==> src/design/roi_mean_range_occlusion_check_core_defines.svh <==
// Assertion macros for the ROI mean range occlusion check core.
// Expects signals named clock and reset in the including scope.
`ifndef ROI_MEAN_RANGE_OCCLUSION_CHECK_CORE_DEFINES_SVH
`define ROI_MEAN_RANGE_OCCLUSION_CHECK_CORE_DEFINES_SVH

// Condition must hold at every clock edge outside reset.
`define ROI_ASSERT_ALWAYS(label, cond, msg) \
   label: assert property (@(posedge clock) disable iff (reset) (cond)) else $error(msg);

// Condition must hold in the cycle after the trigger.
`define ROI_ASSERT_NEXT(label, trig, cond, msg) \
   label: assert property (@(posedge clock) disable iff (reset) (trig) |=> (cond)) \
      else $error(msg);

`endif

==> src/design/roi_pkg.sv <==
// Shared types and constants of the ROI mean range occlusion check core.
// No dependencies; used by every module of the block.
package roi_pkg;

   localparam int COORD_W    = 24;
   localparam int PIXEL_W    = 16;
   localparam int RANGE_W    = 24;
   localparam int SQ_W       = 48;
   localparam int SUM_W      = 41;
   localparam int TALLY_W    = 17;
   localparam int UNIT_W     = 27;
   localparam int STEP_W     = 6;
   localparam int CSR_ADDR_W = 5;
   localparam int CSR_DATA_W = 32;

   localparam logic [TALLY_W-1:0] MAX_POINTS = 17'd65536;
   localparam int ROOT_STEPS = SQ_W / 2;
   localparam int DIV_STEPS  = SUM_W;

   localparam logic [PIXEL_W-1:0] BOX_LOW_RESET  = 16'd0;
   localparam logic [PIXEL_W-1:0] BOX_HIGH_RESET = 16'd65535;
   localparam logic [RANGE_W-1:0] EXPECTED_RESET = 24'd0;
   localparam logic [RANGE_W-1:0] TOL_RESET      = 24'd500;

   typedef enum logic [2:0] {
      CSR_BOX_U_LOW  = 3'd0,
      CSR_BOX_U_HIGH = 3'd1,
      CSR_BOX_V_LOW  = 3'd2,
      CSR_BOX_V_HIGH = 3'd3,
      CSR_EXPECTED   = 3'd4,
      CSR_TOLERANCE  = 3'd5
   } csr_index_type;

   typedef struct packed {
      logic [PIXEL_W-1:0] box_u_low;
      logic [PIXEL_W-1:0] box_u_high;
      logic [PIXEL_W-1:0] box_v_low;
      logic [PIXEL_W-1:0] box_v_high;
      logic [RANGE_W-1:0] expected_distance;
      logic [RANGE_W-1:0] range_tolerance;
   } cfg_type;

   typedef struct packed {
      logic [UNIT_W-1:0] diff;
      logic              fits;
   } trial_type;

endpackage

==> src/design/roi_csr.sv <==
// Configuration register file with an APB-style access port.
// Depends on roi_pkg for the register map and the configuration struct.
module roi_csr (
   input  logic                               clock,
   input  logic                               reset,
   input  logic                               psel,
   input  logic                               penable,
   input  logic                               pwrite,
   input  logic [roi_pkg::CSR_ADDR_W-1:0]     paddr,
   input  logic [roi_pkg::CSR_DATA_W-1:0]     pwdata,
   output logic [roi_pkg::CSR_DATA_W-1:0]     prdata,
   output logic                               pready,
   output roi_pkg::cfg_type                   cfg
);

   roi_pkg::cfg_type cfg_ff;
   roi_pkg::cfg_type cfg_in;
   logic             write_en;

   assign pready   = 1'b1;
   assign write_en = psel && penable && pwrite;
   assign cfg      = cfg_ff;

   always_comb begin
      cfg_in = cfg_ff;
      if (write_en) begin
         case (paddr[4:2])
            roi_pkg::CSR_BOX_U_LOW:  cfg_in.box_u_low  = pwdata[15:0];
            roi_pkg::CSR_BOX_U_HIGH: cfg_in.box_u_high = pwdata[15:0];
            roi_pkg::CSR_BOX_V_LOW:  cfg_in.box_v_low  = pwdata[15:0];
            roi_pkg::CSR_BOX_V_HIGH: cfg_in.box_v_high = pwdata[15:0];
            roi_pkg::CSR_EXPECTED:   cfg_in.expected_distance = pwdata[23:0];
            roi_pkg::CSR_TOLERANCE:  cfg_in.range_tolerance   = pwdata[23:0];
            default: ;
         endcase
      end
   end

   always_comb begin
      case (paddr[4:2])
         roi_pkg::CSR_BOX_U_LOW:  prdata = {16'd0, cfg_ff.box_u_low};
         roi_pkg::CSR_BOX_U_HIGH: prdata = {16'd0, cfg_ff.box_u_high};
         roi_pkg::CSR_BOX_V_LOW:  prdata = {16'd0, cfg_ff.box_v_low};
         roi_pkg::CSR_BOX_V_HIGH: prdata = {16'd0, cfg_ff.box_v_high};
         roi_pkg::CSR_EXPECTED:   prdata = {8'd0, cfg_ff.expected_distance};
         roi_pkg::CSR_TOLERANCE:  prdata = {8'd0, cfg_ff.range_tolerance};
         default:                 prdata = '0;
      endcase
   end

   always_ff @(posedge clock) begin
      if (reset) begin
         cfg_ff.box_u_low         <= roi_pkg::BOX_LOW_RESET;
         cfg_ff.box_u_high        <= roi_pkg::BOX_HIGH_RESET;
         cfg_ff.box_v_low         <= roi_pkg::BOX_LOW_RESET;
         cfg_ff.box_v_high        <= roi_pkg::BOX_HIGH_RESET;
         cfg_ff.expected_distance <= roi_pkg::EXPECTED_RESET;
         cfg_ff.range_tolerance   <= roi_pkg::TOL_RESET;
      end else begin
         cfg_ff <= cfg_in;
      end
   end

endmodule

==> src/design/roi_square.sv <==
// Registered squarer for one coordinate magnitude per cycle.
// Depends on roi_pkg for the operand and product widths.
module roi_square (
   input  logic                          clock,
   input  logic [roi_pkg::COORD_W-1:0]   operand,
   output logic [roi_pkg::SQ_W-1:0]      product
);

   logic [roi_pkg::SQ_W-1:0] product_ff;
   logic [roi_pkg::SQ_W-1:0] product_in;

   assign product_in = operand * operand;
   assign product    = product_ff;

   always_ff @(posedge clock) begin
      product_ff <= product_in;
   end

endmodule

==> src/design/roi_trial_sub.sv <==
// Shared trial subtractor: difference plus a no-borrow flag.
// Serves both the root and the division recurrences; depends on roi_pkg.
module roi_trial_sub (
   input  logic [roi_pkg::UNIT_W-1:0] minuend,
   input  logic [roi_pkg::UNIT_W-1:0] subtrahend,
   output roi_pkg::trial_type         result
);

   logic [roi_pkg::UNIT_W:0] full;

   assign full        = {1'b0, minuend} - {1'b0, subtrahend};
   assign result.diff = full[roi_pkg::UNIT_W-1:0];
   assign result.fits = ~full[roi_pkg::UNIT_W];

endmodule

==> src/design/roi_mean_range_occlusion_check_core.sv <==
// ROI mean range occlusion check core: top level with sequencer and datapath.
// Depends on roi_pkg, roi_csr, roi_square, roi_trial_sub and the defines header.
//
// Lidar points arrive one word at a time on the req_ channel. A point whose
// pixel_u and pixel_v lie strictly inside the configured box adds the floor
// root of x*x+y*y+z*z to a running sum, up to 65536 points per cloud. On the
// word flagged final_point the core divides the sum by the count and issues
// one rsp_ word with the mean range, the count, not_occluded and box_empty;
// the accumulators then restart at zero. A point outside the box (or past
// the count limit) is only accepted; a counted point then passes through
// the shared squarer, which takes x, y and z in turn, 24 root steps on the
// shared trial subtractor and an accumulate step. A final word then adds a
// set-up step, 41 division steps on the same trial subtractor and a step
// that loads the result; the division is skipped when no point was counted,
// and loading waits while the previous result is still held on rsp_.
// req_stall is high whenever the sequencer is busy. A result word waits in
// its output register, and the next point is taken meanwhile.
// Registers are at byte addresses 0 to 20, four bytes apart; the two low
// address bits are ignored, and writes to addresses 24 and 28 are dropped.
// No clearing pass is needed after reset.
`include "roi_mean_range_occlusion_check_core_defines.svh"

module roi_mean_range_occlusion_check_core (
   input  logic                               clock,
   input  logic                               reset,
   // input channel
   input  logic                               req_valid,
   output logic                               req_stall,
   input  logic [roi_pkg::COORD_W-1:0]        req_point_x,
   input  logic [roi_pkg::COORD_W-1:0]        req_point_y,
   input  logic [roi_pkg::COORD_W-1:0]        req_point_z,
   input  logic [roi_pkg::PIXEL_W-1:0]        req_pixel_u,
   input  logic [roi_pkg::PIXEL_W-1:0]        req_pixel_v,
   input  logic                               req_final_point,
   // result channel
   output logic                               rsp_valid,
   input  logic                               rsp_stall,
   output logic [roi_pkg::RANGE_W-1:0]        rsp_mean_range,
   output logic [roi_pkg::TALLY_W-1:0]        rsp_inside_count,
   output logic                               rsp_not_occluded,
   output logic                               rsp_box_empty,
   // configuration port
   input  logic                               psel,
   input  logic                               penable,
   input  logic                               pwrite,
   input  logic [roi_pkg::CSR_ADDR_W-1:0]     paddr,
   input  logic [roi_pkg::CSR_DATA_W-1:0]     pwdata,
   output logic [roi_pkg::CSR_DATA_W-1:0]     prdata,
   output logic                               pready
);

   typedef enum logic [2:0] {
      ST_IDLE,
      ST_SQUARE,
      ST_ROOT,
      ST_ACCUM,
      ST_WRAP,
      ST_DIVIDE,
      ST_FINISH
   } state_type;

   localparam logic [roi_pkg::STEP_W-1:0] ROOT_LAST = roi_pkg::STEP_W'(roi_pkg::ROOT_STEPS - 1);
   localparam logic [roi_pkg::STEP_W-1:0] DIV_LAST  = roi_pkg::STEP_W'(roi_pkg::DIV_STEPS - 1);
   localparam logic [roi_pkg::STEP_W-1:0] SQ_LAST   = roi_pkg::STEP_W'(3);

   roi_pkg::cfg_type   cfg;
   roi_pkg::trial_type trial;

   state_type                        state_ff, state_in;
   logic [roi_pkg::STEP_W-1:0]       step_ff, step_in;
   logic [roi_pkg::COORD_W-1:0]      x_ff, x_in, y_ff, y_in, z_ff, z_in;
   logic                             final_ff, final_in;
   logic [roi_pkg::SQ_W-1:0]         sq_ff, sq_in;
   logic [roi_pkg::RANGE_W-1:0]      root_ff, root_in;
   logic [roi_pkg::UNIT_W-1:0]       rem_ff, rem_in;
   logic [roi_pkg::SUM_W-1:0]        dvd_ff, dvd_in;
   logic [roi_pkg::SUM_W-1:0]        sum_ff, sum_in;
   logic [roi_pkg::TALLY_W-1:0]      tally_ff, tally_in;
   logic                             rsp_valid_ff, rsp_valid_in;
   logic [roi_pkg::RANGE_W-1:0]      rsp_mean_ff, rsp_mean_in;
   logic [roi_pkg::TALLY_W-1:0]      rsp_count_ff, rsp_count_in;
   logic                             rsp_occ_ff, rsp_occ_in;
   logic                             rsp_empty_ff, rsp_empty_in;

   logic                             accept;
   logic                             in_box;
   logic                             slot_free;
   logic [roi_pkg::COORD_W-1:0]      coord_raw;
   logic [roi_pkg::COORD_W-1:0]      coord_mag;
   logic [roi_pkg::SQ_W-1:0]         product;
   logic [roi_pkg::UNIT_W-1:0]       unit_a, unit_b;
   logic [roi_pkg::RANGE_W-1:0]      mean;
   logic [roi_pkg::RANGE_W:0]        mean_plus_tol, exp_plus_tol;
   logic                             above_low, below_high;

   roi_csr u_csr (
      .clock   (clock),
      .reset   (reset),
      .psel    (psel),
      .penable (penable),
      .pwrite  (pwrite),
      .paddr   (paddr),
      .pwdata  (pwdata),
      .prdata  (prdata),
      .pready  (pready),
      .cfg     (cfg)
   );

   roi_square u_square (
      .clock   (clock),
      .operand (coord_mag),
      .product (product)
   );

   roi_trial_sub u_trial (
      .minuend    (unit_a),
      .subtrahend (unit_b),
      .result     (trial)
   );

   // Handshake: busy sequencer holds the input, result register parts the output.
   assign req_stall = (state_ff != ST_IDLE);
   assign accept    = req_valid && !req_stall;
   assign slot_free = !rsp_valid_ff || !rsp_stall;

   assign rsp_valid        = rsp_valid_ff;
   assign rsp_mean_range   = rsp_mean_ff;
   assign rsp_inside_count = rsp_count_ff;
   assign rsp_not_occluded = rsp_occ_ff;
   assign rsp_box_empty    = rsp_empty_ff;

   // Strict box test on the incoming word.
   assign in_box = (req_pixel_u > cfg.box_u_low) && (req_pixel_u < cfg.box_u_high) &&
                   (req_pixel_v > cfg.box_v_low) && (req_pixel_v < cfg.box_v_high);

   // Feed one coordinate magnitude per cycle into the squarer.
   always_comb begin
      case (step_ff[1:0])
         2'd0:    coord_raw = x_ff;
         2'd1:    coord_raw = y_ff;
         default: coord_raw = z_ff;
      endcase
   end
   assign coord_mag = coord_raw[roi_pkg::COORD_W-1] ? (~coord_raw + 24'd1) : coord_raw;

   // Trial subtractor operands: root recurrence or restoring division.
   always_comb begin
      case (state_ff)
         ST_ROOT: begin
            unit_a = {rem_ff[24:0], sq_ff[roi_pkg::SQ_W-1 -: 2]};
            unit_b = {1'b0, root_ff, 2'b01};
         end
         default: begin
            unit_a = {9'd0, rem_ff[16:0], dvd_ff[roi_pkg::SUM_W-1]};
            unit_b = {10'd0, tally_ff};
         end
      endcase
   end

   // Tolerance window, checked without going negative: E-T <= m <= E+T.
   assign mean          = dvd_ff[roi_pkg::RANGE_W-1:0];
   assign mean_plus_tol = {1'b0, mean} + {1'b0, cfg.range_tolerance};
   assign exp_plus_tol  = {1'b0, cfg.expected_distance} + {1'b0, cfg.range_tolerance};
   assign above_low     = mean_plus_tol >= {1'b0, cfg.expected_distance};
   assign below_high    = {1'b0, mean} <= exp_plus_tol;

   always_comb begin
      state_in     = state_ff;
      step_in      = step_ff;
      x_in         = x_ff;
      y_in         = y_ff;
      z_in         = z_ff;
      final_in     = final_ff;
      sq_in        = sq_ff;
      root_in      = root_ff;
      rem_in       = rem_ff;
      dvd_in       = dvd_ff;
      sum_in       = sum_ff;
      tally_in     = tally_ff;
      rsp_valid_in = rsp_valid_ff && rsp_stall;
      rsp_mean_in  = rsp_mean_ff;
      rsp_count_in = rsp_count_ff;
      rsp_occ_in   = rsp_occ_ff;
      rsp_empty_in = rsp_empty_ff;

      case (state_ff)
         ST_IDLE: begin
            if (accept) begin
               x_in     = req_point_x;
               y_in     = req_point_y;
               z_in     = req_point_z;
               final_in = req_final_point;
               step_in  = '0;
               sq_in    = '0;
               if (in_box && (tally_ff < roi_pkg::MAX_POINTS)) begin
                  state_in = ST_SQUARE;
               end else if (req_final_point) begin
                  state_in = ST_WRAP;
               end
            end
         end
         ST_SQUARE: begin
            // product arrives in the cycle after its operand
            if (step_ff != '0) begin
               sq_in = sq_ff + product;
            end
            if (step_ff == SQ_LAST) begin
               state_in = ST_ROOT;
               step_in  = '0;
               rem_in   = '0;
               root_in  = '0;
            end else begin
               step_in = step_ff + 6'd1;
            end
         end
         ST_ROOT: begin
            sq_in = {sq_ff[roi_pkg::SQ_W-3:0], 2'b00};
            if (trial.fits) begin
               rem_in  = trial.diff;
               root_in = {root_ff[roi_pkg::RANGE_W-2:0], 1'b1};
            end else begin
               rem_in  = unit_a;
               root_in = {root_ff[roi_pkg::RANGE_W-2:0], 1'b0};
            end
            if (step_ff == ROOT_LAST) begin
               state_in = ST_ACCUM;
            end else begin
               step_in = step_ff + 6'd1;
            end
         end
         ST_ACCUM: begin
            sum_in   = sum_ff + {17'd0, root_ff};
            tally_in = tally_ff + 17'd1;
            state_in = final_ff ? ST_WRAP : ST_IDLE;
         end
         ST_WRAP: begin
            // empty box skips the division altogether
            dvd_in  = sum_ff;
            rem_in  = '0;
            step_in = '0;
            state_in = (tally_ff == '0) ? ST_FINISH : ST_DIVIDE;
         end
         ST_DIVIDE: begin
            rem_in = trial.fits ? trial.diff : unit_a;
            dvd_in = {dvd_ff[roi_pkg::SUM_W-2:0], trial.fits};
            if (step_ff == DIV_LAST) begin
               state_in = ST_FINISH;
            end else begin
               step_in = step_ff + 6'd1;
            end
         end
         ST_FINISH: begin
            // hold until the output register is free, then load and restart
            if (slot_free) begin
               rsp_valid_in = 1'b1;
               rsp_count_in = tally_ff;
               if (tally_ff == '0) begin
                  rsp_mean_in  = '0;
                  rsp_occ_in   = 1'b0;
                  rsp_empty_in = 1'b1;
               end else begin
                  rsp_mean_in  = mean;
                  rsp_occ_in   = above_low && below_high;
                  rsp_empty_in = 1'b0;
               end
               sum_in   = '0;
               tally_in = '0;
               state_in = ST_IDLE;
            end
         end
         default: begin
            state_in = ST_IDLE;
         end
      endcase
   end

   always_ff @(posedge clock) begin
      x_ff         <= x_in;
      y_ff         <= y_in;
      z_ff         <= z_in;
      final_ff     <= final_in;
      sq_ff        <= sq_in;
      root_ff      <= root_in;
      rem_ff       <= rem_in;
      dvd_ff       <= dvd_in;
      rsp_mean_ff  <= rsp_mean_in;
      rsp_count_ff <= rsp_count_in;
      rsp_occ_ff   <= rsp_occ_in;
      rsp_empty_ff <= rsp_empty_in;
      if (reset) begin
         state_ff     <= ST_IDLE;
         step_ff      <= '0;
         sum_ff       <= '0;
         tally_ff     <= '0;
         rsp_valid_ff <= 1'b0;
      end else begin
         state_ff     <= state_in;
         step_ff      <= step_in;
         sum_ff       <= sum_in;
         tally_ff     <= tally_in;
         rsp_valid_ff <= rsp_valid_in;
      end
   end

   // A result word appears only out of the finishing state.
   `ROI_ASSERT_NEXT(a_rsp_from_finish, (state_ff != ST_FINISH) && !rsp_valid_ff, !rsp_valid_ff, "result without finishing step")
   // Loading a result restarts both accumulators.
   `ROI_ASSERT_NEXT(a_acc_cleared, (state_ff == ST_FINISH) && slot_free, (sum_ff == '0) && (tally_ff == '0), "accumulators not cleared")
   // The count never passes its limit.
   `ROI_ASSERT_ALWAYS(a_tally_limit, tally_ff <= roi_pkg::MAX_POINTS, "point count above limit")
   // The empty flag agrees with the reported count.
   `ROI_ASSERT_ALWAYS(a_empty_count, !rsp_valid_ff || (rsp_empty_ff == (rsp_count_ff == '0)), "empty flag and count disagree")

endmodule
==> config.mk <==
export PLATFORM = sky130hd
export DESIGN_NAME = roi_mean_range_occlusion_check_core
export DESIGN_NICKNAME = d
export VERILOG_FILES = /design/src/design/roi_pkg.sv /design/src/design/roi_csr.sv /design/src/design/roi_square.sv /design/src/design/roi_trial_sub.sv /design/src/design/roi_mean_range_occlusion_check_core.sv
export VERILOG_INCLUDE_DIRS = /design/src /design/src/design
export SDC_FILE = /design/constraint.sdc
export NUM_CORES = 2
export LEC_CHECK = 0
export ABC_AREA = 1
export BUFFER_PORTS_ARGS = -buffer_cell sky130_fd_sc_hd__buf_4
export CAP_MARGIN = 25
export CORE_UTILIZATION = 25
export DETAILED_ROUTE_END_ITERATION = 10
export GPL_TIMING_DRIVEN = 0
export PLACE_DENSITY = 0.48
export SYNTH_ARGS = -nofsm -noshare
export SYNTH_HDL_FRONTEND = slang
export SYNTH_SLANG_ARGS = --single-unit
==> constraint.sdc <==
create_clock -name clock -period 21.5 [get_ports clock]
set_input_delay 6.45 -clock clock [delete_from_list [all_inputs] [get_ports clock]]
set_output_delay 6.45 -clock clock [all_outputs]
set_load 0.1 [all_outputs]
# Word-level counts from Yosys, hierarchy flattened
# Index checks and enable logic that the tools add are counted.
# op_classes
add_sub_neg	8
n_bitwise	2
reduce_logical	40
eq_ne	24
multipliers	1
mux	37
order_cmp	7
# ops
operator	count
case mux 41 bit (2 select lines)	2
case mux 24 bit (6 select lines)	1
case mux 48 bit (3 select lines)	1
two-way mux 48 bit	2
case mux 24 bit (2 select lines)	2
case mux 25 bit (3 select lines)	1
adder 24 x 24 -> 25 bit	2
two-way mux 25 bit	2
adder 48 bit	1
multiplier 24 x 24 -> 48 bit	1
two-way mux 24 bit	2
adder 41 x 24 -> 41 bit	1
two-way mux 41 bit	1
case mux 17 bit (2 select lines)	1
greater-than comparator 16 bit	2
less-than comparator 16 bit	2
case mux 6 bit (5 select lines)	1
subtractor 27 x 26 -> 28 bit	1
two-way mux 27 bit	1
two-way mux 26 bit	1
greater-or-equal comparator 25 x 24 -> 1 bit	1
less-or-equal comparator 24 x 25 -> 1 bit	1
adder 24 x 1 -> 24 bit (second input constant)	1
two-way mux 3 bit	8
34 further kinds	80
# totals
in_bits	149
ff_bits	482
output_inout_bits	78

# Depth between registers and ports, before layout
# logic_depth
depth_word	8
ltp_mapped	45
ltp_nobuf	44

# By module
# A second synthesis with hierarchy kept.
# hier_totals
hier_cells	6772
hier_area_um2	49936.6
# modules_own_cells
mod	n_inst	cells_each	area_per_inst_um2	seq_area_each_um2
roi_mean_range_occlusion_check_core	1	3127	23645.2	8988.6
roi_square	1	2374	18561.6	940.9
roi_csr	1	847	5642.9	2242.2
roi_trial_sub	1	424	2087.0	0.0

# Worst setup path after synthesis
# No wires, ideal clock.
# synth_path
path_type	input-to-output
from	input paddr[4] (netlist bit)
to	output prdata[16] (netlist bit)
slack_ns	5.862
required_ns	15.050
stages	4
arrival_ns	9.188
path_buffers	2
cell_sequence	clkbuf_1 -> nand2_1 -> clkbuf_1 -> o21ai_0
# synth_between
elab_chain_cells	2
word_cells_on_any_way	7
# synth_rtl
element	line_no	source
start, declared	roi_mean_range_occlusion_check_core.sv:46	input logic [roi_pkg::CSR_ADDR_W-1:0] paddr,
equality test 3 bit (tied with other cells)	roi_csr.sv:40	case (paddr[4:2])
case mux 24 bit (6 select lines) (*)	roi_csr.sv:40	
end, declared	roi_mean_range_occlusion_check_core.sv:48	output logic [roi_pkg::CSR_DATA_W-1:0] prdata,
# Mark *: on every way between the ends. The rest lies on a longest branch, timed or not.

# Final worst setup path
# layout_path
from	input paddr[4] (netlist bit)
to	output prdata[14] (netlist bit)
# The elaborated chain is that of the path after synthesis.

==> results.cfg <==
[outcome]
run_status = finished, final reports clean

[synthesis]
syn-instance-count = 5873
post-synth-top-area-cell = fa_1
synth_edf_count = 254
synth_top_cells_by_count = 1098 x inv_1, 1081 x nand2_1, 621 x nor2_1
synth_async_sr_flop_share_pct = 0
synth.most_common_cell = inv_1
synth.distinct_cells = 61
synth.top_cell.area_share_pct = 18.4
synth.ff_latch_count = 481
synth.avg_cell_area_um2 = 7.95
synth.yosys.warnings = 0
synthTopCellsByArea = fa_1 18%, edfxtp_1 16%, ha_1 11%
synth_flop_cell = edfxtp_1
seq_area_frac_synth_pct = 26.1
post_synth_instance_area_um2 = 46700

[flow_run]
timing.max_cap.violations = 0

[clocking]
post-cts-setup-buffers = 0
insertion_delay_ns = 0.70
ctsHtreeMaxLevel = 2
cts_made_buffers = 57
tritoncts_sink_count = 481
cts_root_buf = clkbuf_16
path_clk_slew_ns = 0.06
hold_buffers = 0
tritoncts = done
postcts_resize_cnt = 0
clock_path_buffers = 3

[setup_path]
timing.critical_path.slowest_cell_delay_ns = 0.87
regToRegStartpoint = step_ff[0]$_SDFFE_PP0P_
crit_path_start = paddr[4]
critical_path.endpoint = prdata[14]
worstPathMaxFanout = 9
timing.critical_path.slowest_stage_cell = nor3_2
timing.critical_path.arrival_ns = 9.31
end_kind = output port
critical_path_required_ns = 15.05
start_kind = input pin
critical_path.cell_chain = clkbuf_1, nor3_2, clkinv_1, o221ai_1, buf_4
regToRegEndpoint = u_square.product[45]$_DFF_P_
crit_type = input pin to output port
r2r_cells = 38
r2r_slack_ns = 10.79

[floorplan]
fp.dieW_um = 434
placeableCoreArea_um2 = 185000
dieArea_um2 = 188000
num_io_pins = 227
initial_core_util_pct = 25.2
total_number_of_placement_rows = 158
die_h_um = 434

[sta]
report.final.setup_viol = 0
timing.final.max_slew_violations = 0
holdWs_ns = 0.461
worst_slew_margin_rel_pct = 26.1
grt_setup_unrepaired = no
max_slew.worst_pin.slew_ns = 1.10
min_period_over_period_pct = 73.3
setup_total_negative_slack_ns = 0
final-hold-violation-count = 0
shortest_period_the_worst_path_allows_ns = 15.76
max_clock_skew_ns = 0.0334
fmax_mhz = 63.4

[drt]
wl_cell_um = 19.1
via_per_inst = 4.60
route.antenna.remaining_nets = 0
route.detailed.drc = 0
route.final.wire_length_um = 166000
first_iter_violations = 2444
first_pass_iters = 6
via_count = 40000

[finish]
layout.filler_cells = 20300
final_design_area_no_fill_um2 = 53700
core_util_final_pct = 28.9
nNetsFinal = 7179
area.sequential_um2 = 12200
area_delta_synth_final_pct = 15.0
multi_input_combinational_cell_area_um2 = 29700
layout-drive-gt1-share_pct = 7.46

[global_routing]
vias_in_the_first_global_route = 40600
grt_antenna_before_repair = 5
grt-ovfl-total = 0
grt_max_degree = 36
grt.total_usage_pct = 17.6
grt_first_pass_wirelength_um = 251000

[place]
post_dp_cell_area_um2 = 51700
io_buffer_count = 206
dp_wirelength_um = 139000
place.gp.congestion = 0.922

[min_path]
min-delay-path-class = flop to flop
==> metrics by stage <==
stage,std cells,setup slack (ns)
2_1_floorplan,5897,5.86
3_3_place_gp,8583,5.78
3_5_place_dp,8594,5.81
4_1_cts,8701,5.81
5_1_grt,8701,5.79
6_report,8703,5.74
==> worst min-delay path by stage <==
| stage | from | to | slack, ns | cells after the start |
|---|---|---|---|---|
| after floorplan | tally_ff[14]$_SDFFE_PP0P_ | rsp_inside_count[14]$_DFFE_PP_ | 0.41 | 0 |
| after global placement | tally_ff[14]$_SDFFE_PP0P_ | rsp_inside_count[14]$_DFFE_PP_ | 0.44 | 0 |
| after detailed placement | tally_ff[14]$_SDFFE_PP0P_ | rsp_inside_count[14]$_DFFE_PP_ | 0.43 | 0 |
| after CTS | tally_ff[14]$_SDFFE_PP0P_ | rsp_inside_count[14]$_DFFE_PP_ | 0.45 | 0 |
| after global routing | tally_ff[14]$_SDFFE_PP0P_ | rsp_inside_count[14]$_DFFE_PP_ | 0.46 | 0 |
| final | tally_ff[14]$_SDFFE_PP0P_ | rsp_inside_count[14]$_DFFE_PP_ | 0.46 | 0 |
==> cells by family (layout without fill, tap and decap cells) <==
logic type | count (synthesis) | after routing | synth area share [%]
buf+inv | 1267 | 1591 | 10.5
other cells | 2 | 28 | 0.0161
compound gates | 1059 | 1059 | 12.8
flops | 481 | 481 | 26.1
simple gates | 2091 | 2091 | 18.4
mux | 1 | 1 | 0.0214
fa+ha+maj | 857 | 857 | 29.9
xor+xnor | 115 | 115 | 2.21
==> worst max-delay path: cells and delay by family <==
kind            cells  cell delay (ns)
compound gates      1             0.75
simple gates        1             0.87
buf+inv             3             1.23
==> state kept, by name, summed over array words and instances, names as in the netlist, 25 cells and up <==
signal            count
dvd_ff               41
u_square.product     47
sum_ff               41
u_csr.cfg           112
rem_ff               25
sq_ff                48
==> cells in the final DEF, fill, tap and decap left out, types with 10 or more instances in the layout <==
master | netlist | routed
conb_1 | 2 | 26
buf_2 | 30 | 31
clkbuf_16 | 0 | 59
ha_1 | 429 | 429
a21oi_1 | 405 | 404
nand2_1 | 1081 | 1081
a21o_1 | 37 | 37
fa_1 | 428 | 428
xnor2_1 | 41 | 41
clkinv_1 | 5 | 10
nand3_1 | 172 | 172
dfxtp_1 | 227 | 227
clkbuf_1 | 78 | 89
o21bai_1 | 45 | 45
nand4_1 | 40 | 40
buf_4 | 14 | 221
inv_2 | 27 | 28
nor3_1 | 72 | 72
xor2_1 | 72 | 72
a221oi_1 | 17 | 17
nor4_1 | 23 | 23
o22ai_1 | 13 | 13
nor2_1 | 621 | 619
a21boi_0 | 17 | 17
o221ai_1 | 15 | 15
nor2_2 | 18 | 18
or2_2 | 14 | 14
edfxtp_1 | 254 | 254
nand2_2 | 14 | 14
o211ai_1 | 49 | 49
inv_1 | 1098 | 1097
o21ai_0 | 376 | 375
o21a_1 | 17 | 17
a31oi_1 | 30 | 30
==> cell type report <==
class | count | area share, %
clock inverter | 28 | 0.676
tap | 2480 | 5.78
inverter | 1130 | 7.90
sequential | 481 | 22.7
clock buffer | 79 | 3.06
timing repair buffer | 217 | 3.25
multi-input combinational | 4149 | 55.4
antenna | 2 | 0.00932
buffer | 137 | 1.25
==> metal layers <==
layer / vias up / routed length, um / global-route usage (%)
li1: 19500 / - / -
met3: 240 / 7600 / 1.95
met4: 0 / 6570 / 6.48
met5: - / 0 / 0
met2: 953 / 79200 / 30.3
met1: 19400 / 72900 / 22.5
Power is not shown: default switching activity piles up to over one toggle a cycle in this logic, so the estimate is an artifact.
